## src/rtl/core/eqp_pkg.sv

```systemverilog
// Shared types, constants and helpers for the equirectangular point projection.
// No dependencies; every other file of the block imports this package.
package eqp_pkg;

    // config register indexes
    typedef enum logic [3:0] {
        REG_ROT_X   = 4'd0,
        REG_ROT_Y   = 4'd1,
        REG_ROT_Z   = 4'd2,
        REG_SHIFT_X = 4'd3,
        REG_SHIFT_Y = 4'd4,
        REG_SHIFT_Z = 4'd5,
        REG_WIDTH   = 4'd6,
        REG_HEIGHT  = 4'd7
    } t_cfg_reg;

    localparam int CFG_IW = 4;
    localparam int CFG_DW = 48;

    // CORDIC datapath
    localparam int CORDIC_ITERS = 30;
    localparam int CW           = 34;   // signed x/y width inside the rotators
    localparam int NORM_MSB     = 29;   // normalized magnitude lies in [2^29, 2^30)
    localparam logic [30:0] INV_GAIN = 31'h4DBA76D4;

    // image size limits
    localparam logic [13:0] MAX_WIDTH  = 14'd8192;
    localparam logic [12:0] MAX_HEIGHT = 13'd4096;

    // register stages from the accepting edge to the edge that loads the result
    localparam int PIPE_LAT = 72;

    // atan(2^-i) in 2^-32 turns
    localparam logic [31:0] ATAN_TURNS [CORDIC_ITERS] = '{
        32'h20000000, 32'h12E4051E, 32'h09FB385B, 32'h051111D4, 32'h028B0D43,
        32'h0145D7E1, 32'h00A2F61E, 32'h00517C55, 32'h0028BE53, 32'h00145F2F,
        32'h000A2F98, 32'h000517CC, 32'h00028BE6, 32'h000145F3, 32'h0000A2FA,
        32'h0000517D, 32'h000028BE, 32'h0000145F, 32'h00000A30, 32'h00000518,
        32'h0000028C, 32'h00000146, 32'h000000A3, 32'h00000051, 32'h00000029,
        32'h00000014, 32'h0000000A, 32'h00000005, 32'h00000003, 32'h00000001
    };

    // control bits that ride along with a point
    typedef struct packed {
        logic vld;
        logic zero;
        logic last;
    } t_ctl;

    // round a turn angle to ab bits (wraps modulo one turn)
    function automatic logic [31:0] angle_code(input logic [31:0] a, input int ab);
        logic [31:0] sum;
        sum = a + (32'd1 << (31 - ab));
        return sum >> (32 - ab);
    endfunction

endpackage

```

## src/rtl/core/eqp_norm.sv

```systemverilog
// Normalizer: scales the three coordinates together so the largest magnitude
// lands in [2^29, 2^30). Four stages. Depends on eqp_pkg.
module eqp_norm import eqp_pkg::*; #(
    parameter int QW = 37
) (
    input  logic                 i_clk,
    input  logic                 i_rst_n,
    input  logic                 i_vld,
    input  logic                 i_last,
    input  logic signed [QW-1:0] i_q [3],
    output t_ctl                 o_ctl,
    output logic signed [CW-1:0] o_v [3]
);

    localparam int PW = $clog2(QW);
    localparam int NW = QW + 30;

    logic signed [QW-1:0] r_qa [3], r_qb [3], r_qc [3];
    logic [QW-1:0]        r_m [3];
    logic [QW-1:0]        r_mx;
    logic [PW-1:0]        r_pos, pos;
    logic                 r_zero;
    logic [2:0]           r_vld, r_last;
    logic signed [NW-1:0] ext [3];
    logic signed [NW-1:0] sh  [3];

    // stage A: magnitudes
    always_ff @(posedge i_clk) begin
        for (int k = 0; k < 3; k++) begin
            r_qa[k] <= i_q[k];
            r_m[k]  <= i_q[k][QW-1] ? QW'(-i_q[k]) : QW'(i_q[k]);
        end
    end

    // stage B: largest magnitude
    always_ff @(posedge i_clk) begin
        r_qb <= r_qa;
        if (r_m[0] >= r_m[1] && r_m[0] >= r_m[2]) begin
            r_mx <= r_m[0];
        end else if (r_m[1] >= r_m[2]) begin
            r_mx <= r_m[1];
        end else begin
            r_mx <= r_m[2];
        end
    end

    // stage C: leading one position
    always_comb begin
        pos = '0;
        for (int i = 0; i < QW; i++) begin
            if (r_mx[i]) pos = PW'(i);
        end
    end

    always_ff @(posedge i_clk) begin
        r_qc   <= r_qb;
        r_pos  <= pos;
        r_zero <= (r_mx == '0);
    end

    // stage D: common shift (right shifts floor)
    always_comb begin
        for (int k = 0; k < 3; k++) begin
            ext[k] = NW'(r_qc[k]);
            if (int'(r_pos) >= NORM_MSB) begin
                sh[k] = ext[k] >>> (int'(r_pos) - NORM_MSB);
            end else begin
                sh[k] = ext[k] <<< (NORM_MSB - int'(r_pos));
            end
        end
    end

    always_ff @(posedge i_clk) begin
        for (int k = 0; k < 3; k++) begin
            o_v[k] <= CW'(signed'(sh[k][30:0]));
        end
        o_ctl.zero <= r_zero;
        o_ctl.last <= r_last[2];
    end

    // last flag pipeline
    always_ff @(posedge i_clk) begin
        r_last <= {r_last[1:0], i_last};
    end

    // valid chain
    always_ff @(posedge i_clk) begin
        if (!i_rst_n) begin
            r_vld     <= '0;
            o_ctl.vld <= 1'b0;
        end else begin
            r_vld     <= {r_vld[1:0], i_vld};
            o_ctl.vld <= r_vld[2];
        end
    end

endmodule

```

## config.mk

```make
export PLATFORM = sky130hd
export DESIGN_NAME = eqp_norm
export DESIGN_NICKNAME = d
export VERILOG_FILES = /design/src/rtl/core/eqp_pkg.sv /design/src/rtl/core/eqp_norm.sv
export SDC_FILE = /design/constraint.sdc
export NUM_CORES = 2
export LEC_CHECK = 0
export BUFFER_PORTS_ARGS = -buffer_cell sky130_fd_sc_hd__buf_2
export CAP_MARGIN = 20
export CORE_ASPECT_RATIO = 1.25
export CORE_UTILIZATION = 35
export CTS_BUF_LIST = sky130_fd_sc_hd__clkbuf_8
export CTS_CLUSTER_SIZE = 10
export DETAILED_ROUTE_END_ITERATION = 12
export PLACE_DENSITY = 0.59
export SLEW_MARGIN = 10
export SYNTH_ARGS = -nofsm -noshare
export SYNTH_HDL_FRONTEND = slang
export SYNTH_SLANG_ARGS = --single-unit
```

## constraint.sdc

```tcl
create_clock -name i_clk -period 5.9 [get_ports i_clk]
set_clock_uncertainty 0.15 [all_clocks]
set_input_delay 1.475 -clock i_clk [delete_from_list [all_inputs] [get_ports i_clk]]
set_output_delay 1.475 -clock i_clk [all_outputs]
set_load 0.01 [all_outputs]
```

# ---- After elaboration in Yosys (flattened, before gate mapping)
# Memories as Yosys holds them, arrays and structs flattened.
# Cells that the tools add are included.
dict set report word_totals {
  ff_bits 479
  latch_bits 0
  wordCells 83
  ram_bits 111
  memories 1
  output_inout_bits 105
  romBits 0
  input_bits 115
}
# name words word_bits rd rd_ports_with_merged_regs write_ports line
set memory_table {}
lappend memory_table {r_m 3 37 3 0 3 eqp_norm.sv:19} ;# logic [QW-1:0] r_m [3];
dict set report classes {
  shifts 6
  n_eq_ne 0
  reduce_logical 3
  mux 43
  div 0
  multipliers 0
  n_bitwise 0
  order_cmp 4
  add_sub_neg 5
}
# operator count
set ops {}
lappend ops {{37-bit two-way mux} 5}
lappend ops {{6-bit two-way mux} 30}
lappend ops {{37-bit >= comparator} 3}
lappend ops {{37-bit negation} 3}
lappend ops {{37-bit by 32-bit <<< shifter with 31-bit output} 3}
lappend ops {{37-bit by 32-bit >>> shifter with 31-bit output} 3}
lappend ops {{31-bit two-way mux} 3}
lappend ops {{37-bit logical NOT} 1}
lappend ops {{3-bit two-way mux} 4}
lappend ops {{5-bit by 6-bit subtractor with 7-bit output, first input constant} 1}
lappend ops {{6-bit by 5-bit subtractor with 7-bit output, second input constant} 1}
lappend ops {{6-bit by 5-bit >= comparator with 1-bit output, second input constant} 1}
lappend ops {{5-bit OR reduction} 1}
lappend ops {{1-bit logical AND} 1}
lappend ops {{1-bit two-way mux} 1}

# ---- Logic depth before layout (Yosys ltp)
dict set report depth {
  word_depth 35
  mapped_depth 18
  depth_no_buf 10
}

# ---- Worst setup path after synthesis
# OpenSTA, ideal clock, no wires.
dict set report synth_timing {
  path_kind {register -> register}
  from {register r_pos[1]}
  to {register o_v[71] (netlist bit)}
  arrival_ns 4.646
  setup_ns 0.130
  path_stages_with_launch 19
  period_less_slack_ns 4.926
  required_ns 5.620
  slack_ns 0.974
  n_path_buf 8
  path_cell_list {dfxtp_1 -> clkbuf_1 -> buf_1 -> inv_2 -> buf_1 -> clkbuf_1 -> ha_1 -> buf_2 -> buf_1 -> buf_1 -> clkbuf_1 -> mux2i_1 -> nand2_1 -> o21ai_0 -> nor2_1 -> o311ai_0 -> o21ai_0 -> a22oi_1 -> o211ai_1}
}
# item line
set synth_rtl {}
lappend synth_rtl {{start, declared} eqp_norm.sv:21} ;# logic [PW-1:0] r_pos, pos;
lappend synth_rtl {{start signal, assigned} eqp_norm.sv:57} ;# r_pos <= pos;
lappend synth_rtl {{end signal, assigned by index} eqp_norm.sv:75} ;# o_v[k] <= CW'(signed'(sh[k][30:0]));
lappend synth_rtl {{end, declared} eqp_norm.sv:12} ;# output logic signed [CW-1:0] o_v [3]

==> impl_metrics.ini <==
[placement]
dpl.cell_count = 4360
place_area_mm2 = 0.0316
post-place-ws_ns = 1.16
gp_congestion = 1.02
port-buffer-count = 219
hpwl_mm = 91.8

[logic_synthesis]
synth_area_leaders = dfxtp_1 (40%), mux2i_1 (8.5%), ha_1 (5.1%), o21ai_0 (4.5%), nand2_1 (4.1%)
ys_async_sr_fraction_pct = 0
syn_area_per_cell_um2 = 9.08
syn_inst = 3211
synth.cell_area_mm2 = 0.0292
synth.net_count = 3445
ys_types = 75
ys_seq_elements = 587
synth_top_area_share_pct = 40.3
yosysWarnings = 0
synth_ff_type = dfxtp_1
seq_area_frac_synth_pct = 40.3
yosys.area.top_type = dfxtp_1
synth_edf_count = 0

[routing]
wl_per_cell_um = 25.6
first_iter_violations = 2685
ant_nets = 0
via_per_inst = 5.68
drcViolationCount = 0
routed_wl_mm = 116
drt_first_pass_iters = 6
via_count = 25700

[setup_path]
cp.buffers_inverters = 2
end_kind = flop
critical_path.top_delay_family = simple AND/OR/NAND/NOR gates
critical_path_arrival_ns = 4.66
critPathMaxStageDelay_ns = 0.57
cpMaxStageDelayCell = dfxtp_4
required_ns = 6.34
start_kind = flop
worstSetupPathType = reg2reg
cp_max_fo = 41
cp_cell_sequence = inv_2 -> ha_4 -> and4b_1 -> nor2_4 -> buf_12 -> nand2_1 -> o21ai_0 -> mux2i_1 -> mux2i_1 -> a222oi_1 -> nand2_1

[global_route]
grt_overflow = 0
grt_start_max_net_pins = 97
grt_usage_pct = 26.7
grt_pass1_vias = 24800
grt_pass1_wl_mm = 167
grt_antenna_before_repair = 11

[cts]
tritoncts = yes
cts.sinks = 587
post_cts_resized = 0
post_cts_buffers = 0
cts_buffers = 91
clk_pin_slew_ns = 0.08
cts_buffer_depth = 3
clock_latency_ns = 0.72
cts_hold_buf = 0
htreeDepth = 3
cts_root_buffer = clkbuf_8

[power]
p_leak_nw = 14.2
ir_drop_v = 0.000306
power_mw = 18.5
powerDensity_mw_per_mm2 = 549

[timing]
maxSlewViolCount = 0
hold_viol = 0
worst_pin_slew_ns = 1.07
setup_viol = 0
tns_ns = 0
rsz0062_at_grt = false
fin_crit_sh_pct = 71.6
hold_ws_ns = 0.153
finalCriticalPeriod_ns = 4.22
max_freq_mhz = 237
maxSlewHeadroom_pct = 28.4
setup_ws_ns = 1.68

[floorplan]
io_pins = 220
initial_core_util_pct = 35.3
coreArea_mm2 = 0.0827
die_w_um = 260
dieArea_mm2 = 0.0845
row_count = 118
die_h_um = 325

[cells_and_area]
finish.instance_area_mm2 = 0.0337
nets = 3607
final-seq-area_mm2 = 0.0118
drive_gt1_share_pct = 17.6
syn_to_final_growth_pct = 15.4
final_core_util_pct = 40.7
fillers = 8397
finalNonFillerCells = 4527
multi_input_area_mm2 = 0.0164

[run_status]
status = complete, no violations

[worst_hold_path]
hp-class = reg2reg

[flow_run]
drv.max_cap_violation_count = 0
registers in the layout (all words and copies together) (netlist names):
name	cells
r_qa	111
o_ctl	3
r_vld	3
r_pos	6
r_m	108
r_mx	37
r_qb	111
o_v	93
r_last	3
ext	111
r_zero	1
where the power goes:
group	total, mW	switching (mW)	internal, mW
sequential	5.15	0.487	4.66
clock	3.84	1.66	2.18
combinational	9.47	6.04	3.43
total	18.5	8.19	10.3
per-layer routing:
metal	share of wire (%)	GRT usage, %	vias to the layer above
met5	0.089	0	-
li1	-	-	12000
met1	40	32.5	12100
met3	6.8	4.71	315
met4	5.1	12.7	18
met2	48	45.3	1243
cells in the final DEF (no fill, tap or decap), types with 22 or more instances in the layout:
master / instances
dfxtp_1: 585
nand2_1: 322
o21ai_0: 262
mux2i_1: 247
nor2_1: 237
buf_2: 219
a21oi_1: 168
ha_1: 117
inv_1: 115
clkbuf_8: 115
xnor2_1: 99
nand3_1: 96
mux2_2: 88
buf_4: 64
a211oi_1: 53
mux4_2: 49
o22ai_1: 39
o211ai_1: 39
o31ai_1: 39
nor3_1: 37
a31oi_1: 33
nor4_1: 24
o221ai_1: 22
nand2b_1: 22
worst reg2reg max path: cells and delay by family (launching register included):
family | cells | cell delay, ns
fa+ha+maj | 1 | 0.27
flops | 1 | 0.57
simple gates | 4 | 1.28
compound gates | 2 | 0.77
buf+inv | 2 | 0.54
mux | 2 | 0.49
synthesized netlist by cell type, types with 22 or more instances:
master	instances
a211oi_1	54
inv_1	93
mux2i_1	247
mux4_2	49
o211ai_1	39
nor2_1	238
clkbuf_1	172
buf_1	37
nor3_1	38
a21oi_1	168
o22ai_1	39
nand2b_1	22
nor4_1	24
o21ai_0	262
o221ai_1	23
o31ai_1	39
ha_1	119
mux2_2	88
xnor2_1	103
nand3_1	96
dfxtp_1	587
nand2_1	322
a31oi_1	33
cell families after synthesis:
kind of cell / after synthesis / share of synthesized area (%)
muxes: 384 / 15.7
buffers and inverters: 315 / 4.17
DFF: 587 / 40.3
and+or+nand+nor: 843 / 12.9
adders and majority gates: 119 / 5.10
xor gates and xnor gates: 112 / 3.36
AOI/OAI and AO/OA: 851 / 18.5
final cells by class:
cell class	count	share of cell area, %
Clock buffer	115	4.70
Clock inverter	51	1.55
Antenna cell	1	0.00743
Timing Repair Buffer	288	5.00
Multi-Input combinational cell	2309	48.7
Sequential cell	587	34.9
Tap cell	1080	4.01
Inverter	96	1.07
worst paths after layout:
kind | startpoint | to | depth (start not counted) | slack, ns
hold / removal | r_qa[58] | r_qb[58] | 0 | 0.15
setup / recovery | r_pos[1] | o_v[0] | 11 | 1.68
setup reg to reg | r_pos[1] | o_v[0] | 11 | 1.68
hold reg to reg | r_qa[58] | r_qb[58] | 0 | 0.15
(Power assumes the default switching activity.)
