**config.mk**
```make
export PLATFORM = sky130hd
export DESIGN_NAME = eqp_pixel
export DESIGN_NICKNAME = d
export VERILOG_FILES = /design/src/rtl/core/eqp_pkg.sv /design/src/rtl/core/eqp_pixel.sv
export SDC_FILE = /design/constraint.sdc
export NUM_CORES = 1
export LEC_CHECK = 0
export ABC_CLOCK_PERIOD_IN_PS = 9400
export BUFFER_PORTS_ARGS = -buffer_cell sky130_fd_sc_hd__buf_2
export CORE_MARGIN = 4
export CORE_UTILIZATION = 25
export CTS_BUF_LIST = sky130_fd_sc_hd__clkbuf_8
export DETAILED_ROUTE_END_ITERATION = 16
export PLACE_DENSITY_LB_ADDON = 0.15
export RECOVER_POWER = 50
export SLEW_MARGIN = 10
export SYNTH_ARGS = -nofsm -noshare
export SYNTH_HDL_FRONTEND = slang
export SYNTH_SLANG_ARGS = --single-unit
```
**constraint.sdc**
```tcl
create_clock -name i_clk -period 9.4 [get_ports i_clk]
set_input_delay 0.94 -clock i_clk [delete_from_list [all_inputs] [get_ports i_clk]]
set_output_delay 0.94 -clock i_clk [all_outputs]
set_load 0.005 [all_outputs]
```
**src/rtl/core/eqp_pkg.sv**
```systemverilog
// Shared types, constants and helpers for the equirectangular point projection.
// No dependencies; every other file of the block imports this package.
package eqp_pkg;

    // config register indexes
    typedef enum logic [3:0] {
        REG_ROT_X   = 4'd0,
        REG_ROT_Y   = 4'd1,
        REG_ROT_Z   = 4'd2,
        REG_SHIFT_X = 4'd3,
        REG_SHIFT_Y = 4'd4,
        REG_SHIFT_Z = 4'd5,
        REG_WIDTH   = 4'd6,
        REG_HEIGHT  = 4'd7
    } t_cfg_reg;

    localparam int CFG_IW = 4;
    localparam int CFG_DW = 48;

    // CORDIC datapath
    localparam int CORDIC_ITERS = 30;
    localparam int CW           = 34;   // signed x/y width inside the rotators
    localparam int NORM_MSB     = 29;   // normalized magnitude lies in [2^29, 2^30)
    localparam logic [30:0] INV_GAIN = 31'h4DBA76D4;

    // image size limits
    localparam logic [13:0] MAX_WIDTH  = 14'd8192;
    localparam logic [12:0] MAX_HEIGHT = 13'd4096;

    // register stages from the accepting edge to the edge that loads the result
    localparam int PIPE_LAT = 72;

    // atan(2^-i) in 2^-32 turns
    localparam logic [31:0] ATAN_TURNS [CORDIC_ITERS] = '{
        32'h20000000, 32'h12E4051E, 32'h09FB385B, 32'h051111D4, 32'h028B0D43,
        32'h0145D7E1, 32'h00A2F61E, 32'h00517C55, 32'h0028BE53, 32'h00145F2F,
        32'h000A2F98, 32'h000517CC, 32'h00028BE6, 32'h000145F3, 32'h0000A2FA,
        32'h0000517D, 32'h000028BE, 32'h0000145F, 32'h00000A30, 32'h00000518,
        32'h0000028C, 32'h00000146, 32'h000000A3, 32'h00000051, 32'h00000029,
        32'h00000014, 32'h0000000A, 32'h00000005, 32'h00000003, 32'h00000001
    };

    // control bits that ride along with a point
    typedef struct packed {
        logic vld;
        logic zero;
        logic last;
    } t_ctl;

    // round a turn angle to ab bits (wraps modulo one turn)
    function automatic logic [31:0] angle_code(input logic [31:0] a, input int ab);
        logic [31:0] sum;
        sum = a + (32'd1 << (31 - ab));
        return sum >> (32 - ab);
    endfunction

endpackage

```
**src/rtl/core/eqp_pixel.sv**
```systemverilog
// Pixel mapper: angle codes to column, row and linear index, two stages.
// Depends on eqp_pkg.
module eqp_pixel import eqp_pkg::*; #(
    parameter int AB = 16
) (
    input  logic          i_clk,
    input  logic          i_rst_n,
    input  t_ctl          i_ctl,
    input  logic [31:0]   i_polar,
    input  logic [AB-1:0] i_pitch,
    input  logic [13:0]   i_width,
    input  logic [12:0]   i_height,
    output logic          o_valid,
    output logic          o_hit,
    output logic [12:0]   o_col,
    output logic [11:0]   o_row,
    output logic [24:0]   o_index,
    output logic          o_last
);

    logic [13:0]    w;
    logic [12:0]    h;
    logic [AB-1:0]  yaw;
    logic           miss;
    logic [AB+13:0] colp;
    logic [AB+12:0] rowp;
    logic [13:0]    r_w;
    logic [12:0]    r_col;
    logic [11:0]    r_row;
    logic           r_hit, r_last, r_vld;
    logic [25:0]    idx;

    // stage 1: clamp size, code the polar angle, scale both angles
    always_comb begin
        w    = (i_width  > MAX_WIDTH)  ? MAX_WIDTH  : i_width;
        h    = (i_height > MAX_HEIGHT) ? MAX_HEIGHT : i_height;
        yaw  = AB'(angle_code(i_polar, AB));
        miss = i_ctl.zero || (w == '0) || (h == '0) || yaw[AB-1];
        colp = (AB+14)'(w) * (AB+14)'(i_pitch);
        rowp = (AB+13)'(h) * (AB+13)'(yaw);
    end

    always_ff @(posedge i_clk) begin
        r_w    <= w;
        r_hit  <= !miss;
        r_col  <= miss ? '0 : colp[AB+12:AB];
        r_row  <= miss ? '0 : rowp[AB+10:AB-1];
        r_last <= i_ctl.last;
    end

    // stage 2: linear index
    assign idx = 26'(r_row) * 26'(r_w) + 26'(r_col);

    always_ff @(posedge i_clk) begin
        o_hit   <= r_hit;
        o_col   <= r_col;
        o_row   <= r_row;
        o_index <= idx[24:0];
        o_last  <= r_last;
    end

    // valid chain
    always_ff @(posedge i_clk) begin
        if (!i_rst_n) begin
            r_vld   <= 1'b0;
            o_valid <= 1'b0;
        end else begin
            r_vld   <= i_ctl.vld;
            o_valid <= r_vld;
        end
    end

endmodule

```
[Word level (Yosys, flattened, before mapping)]
Index checks and enable logic that the tools add are counted.
Operators by class
  add/sub/neg operators: 2
  multipliers: 3
  magnitude comparators: 2
  multiplexer cells: 2
  reductions and logical operators: 6
Operator list (number)
  adder 32 x 16 -> 32 bit, second input constant: 1
  multiplier 14 x 16 -> 29 bit: 1
  multiplier 13 x 16 -> 27 bit: 1
  adder 25 x 13 -> 25 bit: 1
  multiplier 12 x 14 -> 25 bit: 1
  > comparator 14 bit, second input constant: 1
  logical NOT 14 bit: 1
  2-to-1 mux 14 bit: 1
  > comparator 13 bit, second input constant: 1
  logical NOT 13 bit: 1
  2-to-1 mux 13 bit: 1
  logical OR 1 bit: 3
  logical NOT 1 bit: 1
Storage, ports and cells
  flip-flop bits (word level): 95
  input bits: 80
  word-level logic and storage cells: 27

[Logic depth before layout (Yosys ltp)]
Gate-level depths: netlist of run 1.
  depth after elaboration: 7
  mapped depth: 26

[Least setup slack after synthesis of run 1]
No wires, ideal clock.
  path kind: input-to-reg
  start point: in i_width[6]
  end point: reg r_col[11]
  setup time: 127 ps
  arrival time: 7076 ps
  required time: 9273 ps
  path slack: 2197 ps
  stages on the path: 25
  cell sequence: nor4_1 nand4_1 and2_1 nor2b_1 clkbuf_1 and2_1 fa_1 inv_1 fa_1 inv_1 fa_1 fa_1 fa_1 inv_1 fa_1 inv_1 ha_1 and4_1 a21o_1 a21oi_1 a311o_1 o311ai_4 a221oi_2 and4b_1 or3_1
Between the ends
  word-level cells in the longest chain between the ends: 6
  elaborated cells on any way between the ends: 7
RTL lines
  from (decl): RTL line eqp_pixel.sv:11  | input logic [13:0] i_width,
  > comparator 14 bit (*): RTL line eqp_pixel.sv:35  | w = (i_width > MAX_WIDTH) ? MAX_WIDTH : i_width;
  2-to-1 mux 14 bit (*): RTL line eqp_pixel.sv:35
  named net w[3]: RTL line eqp_pixel.sv:21  | logic [13:0] w;
  branches (longest 4 deep; another with multiplier 14 x 16 -> 29 bit)
  to (signal assigned): RTL line eqp_pixel.sv:46  | r_col <= miss ? '0 : colp[AB+12:AB];
  to (decl): RTL line eqp_pixel.sv:28  | logic [12:0] r_col;
Mark *: on every way through the listed nets, which the timed path passes.
A chain may end at the register's enable or synchronous reset.

[Final worst setup path of run 1]
  start point: in i_width[13]
  end point: reg r_col[11]
Between the ends
  word-level cells in the longest chain between the ends: 6
  elaborated cells on any way between the ends: 7
RTL lines (RTL line)
  > comparator 14 bit: eqp_pixel.sv:35
  2-to-1 mux 14 bit (*): eqp_pixel.sv:35
  branches (longest 4 deep; another with multiplier 14 x 16 -> 29 bit)
Mark *: on every way between the ends.

==> impl_summary.md, run 1 <==
Logic synthesis
The synthesized netlist occupies a cell area of 21100 µm². The number of warnings issued by yosys is 0. The number of distinct library cell variants in the gate-level netlist after synthesis is 60.

The number of nets produced by synthesis is 3091. Counting flops with a built-in enable in the synthesized netlist gives 0. In this run, synthesis produced a sequential element count of 95. Counting flops with an async set or reset pin after synthesis yields a share of 0%. In the synthesized netlist the dominant register cell turns out to be dfxtp_1. The biggest area contributor in the post-synthesis netlist is fa_1. The fraction of post-synthesis cell area in the top cell type by area is 42.2%. The average footprint of a synthesized cell is 9.01 µm². The gate count after technology mapping is 2346. After synthesis, flip-flops and latches occupy 9.00% of the total area.

Ranked by total cell area, the synthesized netlist is headed by fa_1 (42%), ha_1 (13%), inv_1 (9.2%), dfxtp_1 (9.0%), nand2_1 (6.5%).

Routing
Once detail routing completed, the nets flagged for antenna violations numbered 0. The routed length per instance is 15.8 µm. The routed design has 56300 µm of wire. The number of vias per cell is 4.23. In the routed design, unresolved DRC markers number 0. The total iterations of the first detailed-routing run is 5. The violation count after the first detailed-route iteration is 617. The routed layout has 15000 vias.

Clocking
After clock tree synthesis, the repair step resized 0 gates. The number of buffers added by the clock tree synthesis step is 9. The clock transition time at the flip-flop clock pins of the worst setup and hold paths is 90 ps. The clock net in this run drives a total of 95 sinks.

The CTS tree is yes. Buffers added to address setup during post-CTS repair amount to 0. The worst-skew pair later-pin latency is 390 ps. The maximum count of clock buffers along a single path is 2.

The number of hold buffers added after CTS was 0. In this run the number of H-tree levels came out at 3. The root buffer cell chosen for the clock tree is clkbuf_8.

GRT
For this run, the total global-route usage over all layers was measured as 13.0%. The number of antenna violations at the first check in global routing is 1. The global-route wire length before repair is 93200 µm. Summed over all layers, the global routing overflow is 0. The pin count of the biggest net entering global routing is 38. The number of global-route vias before repair is 16900.

Setup path
The kind of cell adding the most delay to the critical path is adder cells. Counting cells, the worst reg-to-reg path comes to 18. Data arrives at the worst endpoint at 8400 ps. The cell type of the slowest stage on the worst timing path is clkbuf_1. At the worst endpoint, the required time is 9680 ps. The endpoint class of the critical path is a flip-flop.

Along the worst path, the maximum fanout reaches 31. The count of buffer and inverter cells on the critical path is 5. The cell with the most instances on the worst path is fa_1. The signal on the critical path passes through clkbuf_1, nor2b_1, clkbuf_1, nand2_1, fa_1, fa_1, inv_1, fa_1, fa_1, fa_1, inv_1, fa_1, inv_1, ha_1, and4_1, a21o_1, a21oi_1, a311o_1, o311ai_4, a221oi_2, and4b_1, or3_1. The number of cells on the critical path is 22. The largest single stage delay on the critical path is 880 ps. The worst setup path is of the in2reg kind. The worst setup path is launched from an input port.

Hold path
The worst hold path belongs to the class reg2reg. Counting instances, the worst hold path has a depth of 0.

Die
The overall die area is 89300 µm². Measured along the x axis, the die boundary spans 299 µm. The area of the core region is 83700 µm². The initial utilization of the core area, before any placement, comes to 25.3%. Row generation in the floorplan step produced 106 rows.

The die is 299 µm tall. The boundary pin count is 133.

Cells and area
The net count of the finished layout is 3158. Across the whole layout, storage elements account for 1900 µm². In the final layout, the multi-input gates occupy 17000 µm². The filler cells instantiated in the layout total 9060. After routing the design area is 23200 µm². The number of antenna diodes in the final layout is 0. The share of post-route cells with drive strength above 1 is 6.04%. In the layout the commonest cells are inv_1 (518), fa_1 (446), nand2_1 (365). The signed area change from the synthesized netlist to the final layout is 9.54%.

The most common cell after layout, fill and taps aside is inv_1.

Power and ir drop
Power comes to 3680 µW. The cell leakage power is 0.0116 µW. The cell area power density is 159 nW/µm². The peak supply drop is 0.143 mV.

Timing
The final-layout setup total negative slack is 0 ps. Dividing the final minimum period by the clock period gives 86.4%. The total count of hold-check failures in the final report is 0. For the final database, setup skew stands at 15.2 ps. Setup violations remaining at the end of the flow were counted as 0. The worst hold margin is 340 ps.

The number of max-slew violations in the final report is 32. Static timing analysis puts the maximum clock frequency at 123 MHz. At the pin with the least slew margin, the transition time is 1560 ps. Setup repair after global routing left no endpoint under its margin. The final period demand of the worst path is 8130 ps. Headroom to the max-slew limit came out at -4.22%.

Placed design
The number of buffer cells added on primary ports is 117. The detailed placement HPWL is 46400 µm. The placer congestion estimate is 0.808. The cell area after placement is 23000 µm².

Run status
The run finished, with violations left. The final reports fail on max-capacitance violations, max-slew violations.

Job
The number of maximum-capacitance violations is 1.
cell type report:
type | instances | area share (%)
clock buffers | 10 | 0.594
inverters | 518 | 8.40
flip-flops and latches | 95 | 8.21
repair buffers | 144 | 3.14
clock inverters | 6 | 0.303
well taps | 1134 | 6.13
multi-input cells | 1645 | 73.2
through the flow:
step | std cells | utilization, % | setup WS, ps
after floorplan | 2346 | - | 2200
after global placement | 3536 | 27.5 | 1480
after detailed placement | 3536 | 27.5 | 1460
after CTS | 3552 | 27.7 | 1860
after global routing | 3552 | 27.7 | 753
final | 3552 | 27.7 | 1270
flip-flops by register name (all words and copies together), names as in the netlist, 12 cells and up:
| name | cells |
|---|---|
| r_row | 12 |
| o_row | 12 |
| r_col | 13 |
| r_w | 14 |
| o_index | 25 |
| o_col | 13 |
routing by layer:
metal | wire length (µm) | vias up | share of wire, % | track usage, %
met3 | 1370 | 30 | 2.4 | 1.08
met4 | 591 | 0 | 1.1 | 1.85
met5 | 0 | - | 0 | 0
li1 | - | 7058 | - | -
met2 | 25500 | 186 | 45 | 21.5
met1 | 28900 | 7748 | 51 | 19.0
cell usage after synthesis, drive strengths merged, types with 16 or more instances:
cell / count
inv: 518
fa: 446
nand2: 365
ha: 219
and2: 209
dfxtp: 95
nor2: 95
clkbuf: 87
xnor2: 50
a21oi: 39
nor2b: 29
xor2: 28
a21o: 20
nand3: 17
nor3: 16
power by group:
group | switching (µW) | leakage [µW] | total, µW | internal, µW
clock network | 155 | 0.000106 | 287 | 132
logic | 1570 | 0.0108 | 2740 | 1170
registers | 140 | 0.000785 | 652 | 512
total | 1860 | 0.0116 | 3680 | 1820
logic make-up after synthesis:
| group | count (synthesis) | share of synthesized area (%) |
|---|---|---|
| xor gates and xnor gates | 78 | 3.27 |
| muxes | 2 | 0.101 |
| DFF | 95 | 9.00 |
| buffers and inverters | 606 | 10.8 |
| AOI/OAI and AO/OA | 115 | 3.82 |
| and+or+nand+nor | 785 | 17.8 |
| adders and majority gates | 665 | 55.2 |
path summary, 6_finish.rpt:
kind	slack [ps]	from	endpoint
min	340	r_hit	o_hit
max	1270	i_width[13]	r_col[11]
min reg2reg	340	r_hit	o_hit
max reg2reg	3480	r_row[2]	o_index[20]
Power figures use the tool's default switching activity.
==> run 2, diff against run 1 <==
Settings changed: CORE_MARGIN 4 to default, MAX_ROUTING_LAYER from default to met4.
==> impl_summary.md, run 2 (synthesis results as in run 1) <==
Cells and area
The number of nets in the layout is 3158 (unchanged). The final cell area excluding filler cells is 23100 µm² (about the same). The number of flip-flops in the largest register is 25 (unchanged).

The layout filler cell count is 9012 (-0.53%). The signed area change from the synthesized netlist to the final layout was 9.43% (about the same). In the final layout, the registers with the most flip-flops are o_index (25), r_w (14). The register bank with the most flops is o_index. Leaving out fill and tap cells, the most frequent cell in the layout is inv_1. The share of post-route cells with drive strength above 1 is 6.04% (unchanged). The final core utilization is 27.6% (about the same).

The top cell types in the final layout, fill and taps aside, are inv_1 (518), fa_1 (446), nand2_1 (365).

Timing
The number of max-slew violations in the final report is 33 (+3.1%). The relative slew slack is -9.36% (-5.1 points). The worst setup skew after layout came to 15.8 ps (+0.611 ps). The transition time at the pin with the least slew margin is 1640 ps (+77.0 ps). The portion of the clock cycle consumed by the worst path in the final layout is 88.1% (+1.7 points). The total count of hold-check failures in the final report came to 0 (unchanged).

The final-layout setup total negative slack is 0 ps (unchanged). The timing-limited maximum frequency was 121 MHz (-1.9%). Setup repair after global routing left no endpoint under its margin. The number of failing setup endpoints in the final timing report was 0 (unchanged). The final period demand of the worst path is 8280 ps (+159 ps).

Run status
The flow ran to the end, but the final reports show violations. The checks that failed: max-capacitance violations, max-slew violations.

Routing
The remaining antenna violation count after routing came to 0 (unchanged). The number of vias per cell is 4.23 (about the same). The total number of vias is 15000 (+0.013%). The violation count after the first detailed-route iteration is 502 (-19%). The routed length per instance is 15.7 µm (-0.95%). The detailed-route DRC error count came to 0 (unchanged). The total iterations of the first detailed-routing run is 5 (unchanged). The routed wire length is 55800 µm (-0.86%).

Clocking
The number of buffers added by the clock tree synthesis step is 9 (unchanged). The worst-skew pair later-pin latency is 400 ps (about the same). The maximum count of clock buffers along a single path is 2 (unchanged). The TritonCTS sink count is 95 (unchanged). The count of cells resized by post-cts repair is 0 (unchanged). The clock transition time at the flip-flop clock pins of the worst setup and hold paths is 100 ps (about the same).

The count of H-tree levels built during CTS is 3 (unchanged). TritonCTS built the clock tree. The number of buffers inserted by hold repair at cts is 0 (unchanged). The number of post-CTS setup repair buffers is 0 (unchanged). The cell chosen for the clock root is clkbuf_8.

Setup path
The endpoint class of the critical path is a flip-flop. The startpoint class of the critical path is an input port. The setup slack of the worst register-to-register path is 3510 ps (+30 ps).

The worst-case reg-to-reg path depth is 17 (-1). The data arrival time of the worst path is 8560 ps (+160 ps). In this run the critical register-to-register path is captured at o_index[23].

The maximum net fanout on the critical path is 32 (+3.2%). The critical path is of the in2reg type. The data required time of the worst path is 9680 ps (about the same).

The origin of the critical flop-to-flop path is r_row[2].

Placed design
The detailed placement HPWL is 46100 µm (-0.67%). The placer congestion estimate is 0.801 (-0.82%). The number of buffer cells added on primary ports is 117 (unchanged). The cell area after placement is 23000 µm² (unchanged).

Die
The site row count came to 106 (unchanged). The overall die area came to 85700 µm² (-4.0%). The starting density of the core was 25.3% (unchanged). The area of the core region is 83700 µm² (unchanged).

The boundary pin count is 133 (unchanged). The overall die height is 293 µm (-2.0%). The die span in x came to 293 µm (-2.0%).

Power and ir drop
The cell leakage power is 0.0116 µW (about the same). The peak supply drop is 0.0871 mV (-39%). The cell area power density is 159 nW/µm² (-0.28%).

Hold path
The startpoint of the worst hold path is r_hit. The number of cells traversed by the worst hold path is 0 (unchanged). The worst hold path class is reg2reg. The endpoint of the worst hold-timing path is o_hit.

GRT
The number of antenna violations at the first check in global routing is 2 (+1). The number of global-route vias before repair is 16700 (-0.95%). The overall track demand over capacity in global routing is 13.9% (+0.94 points).

The remaining global-route overflow is 0 (unchanged). The pin count of the biggest net entering global routing is 38 (unchanged). The global-route wire length before repair is 91400 µm (-1.9%).

Job
The number of maximum-capacitance violations came to 1 (unchanged).
## run 2: changes by cell type in the layout (fill, tap and decap cells not counted), sizes merged
cell      previous run  this run
diode                0         3
inv                520       522
bufinv               1         0
clkbuf              42        41
clkinv               2         3
clkinvlp             1         0
## run 2: per-stage QoR
stage | setup slack (ps) | hold WS (ps) | cells | total power [µW]
global placement | 1470 | 316 | 3536 | 3450
global route | 763 | 344 | 3552 | 4190
floorplan | 2200 | 310 | 2346 | 2650
detailed placement | 1360 | 313 | 3536 | 3470
CTS | 1790 | 338 | 3552 | 3770
finish | 1120 | 335 | 3555 | 3670
## run 2: how the worst max path moves through the flow
stage          slack [ps]   endpoint  depth (start not counted)        start
6_report             1120  r_col[11]                         23  i_width[13]
5_1_grt               760  r_col[11]                         23  i_width[13]
4_1_cts              1790  r_col[11]                         26   i_width[6]
3_5_place_dp         1360  r_col[11]                         26   i_width[6]
3_3_place_gp         1470  r_col[11]                         26   i_width[6]
2_1_floorplan        2200  r_col[11]                         25   i_width[6]
## run 2: worst max-delay path: stages
cell and delay [ps]:
clkbuf_1 1150, nor2b_1 90, clkbuf_1 490, and2_1 360, fa_1 530, inv_1 60, fa_1 530, inv_1 50
fa_1 490, fa_1 440, fa_1 490, inv_1 50, fa_1 480, inv_1 50, ha_1 310, nand3_1 90
o221ai_1 260, a21oi_1 120, a311o_1 420, o311ai_4 400, a221oi_2 170, and4b_1 230, or3_1 340
## run 2: layer usage
metal	part of all wire (%)	track usage, %
met5	0	-
met4	0.94	2.09
met3	2.6	1.15
met2	45	22.5
met1	51	19.4
## run 2: area by class of cell
class                      instances  area (µm²)  share of cell area [%]
antenna                            3        7.51                  0.0324
inverter                         518        1940                    8.40
clock inverter                     7        56.3                   0.243
tap                             1134        1420                    6.13
timing repair buffer             144         726                    3.14
multi-input combinational       1645       17000                    73.3
clock buffer                       9         124                   0.535
sequential                        95        1900                    8.22
## run 2: report_power, final
| part | leakage [µW] | internal, µW | switching, µW |
|---|---|---|---|
| Clock | 0.0000984 | 99.6 | 166 |
| Combinational | 0.0108 | 1170 | 1580 |
| Sequential | 0.000785 | 512 | 139 |
| Total | 0.0116 | 1790 | 1880 |
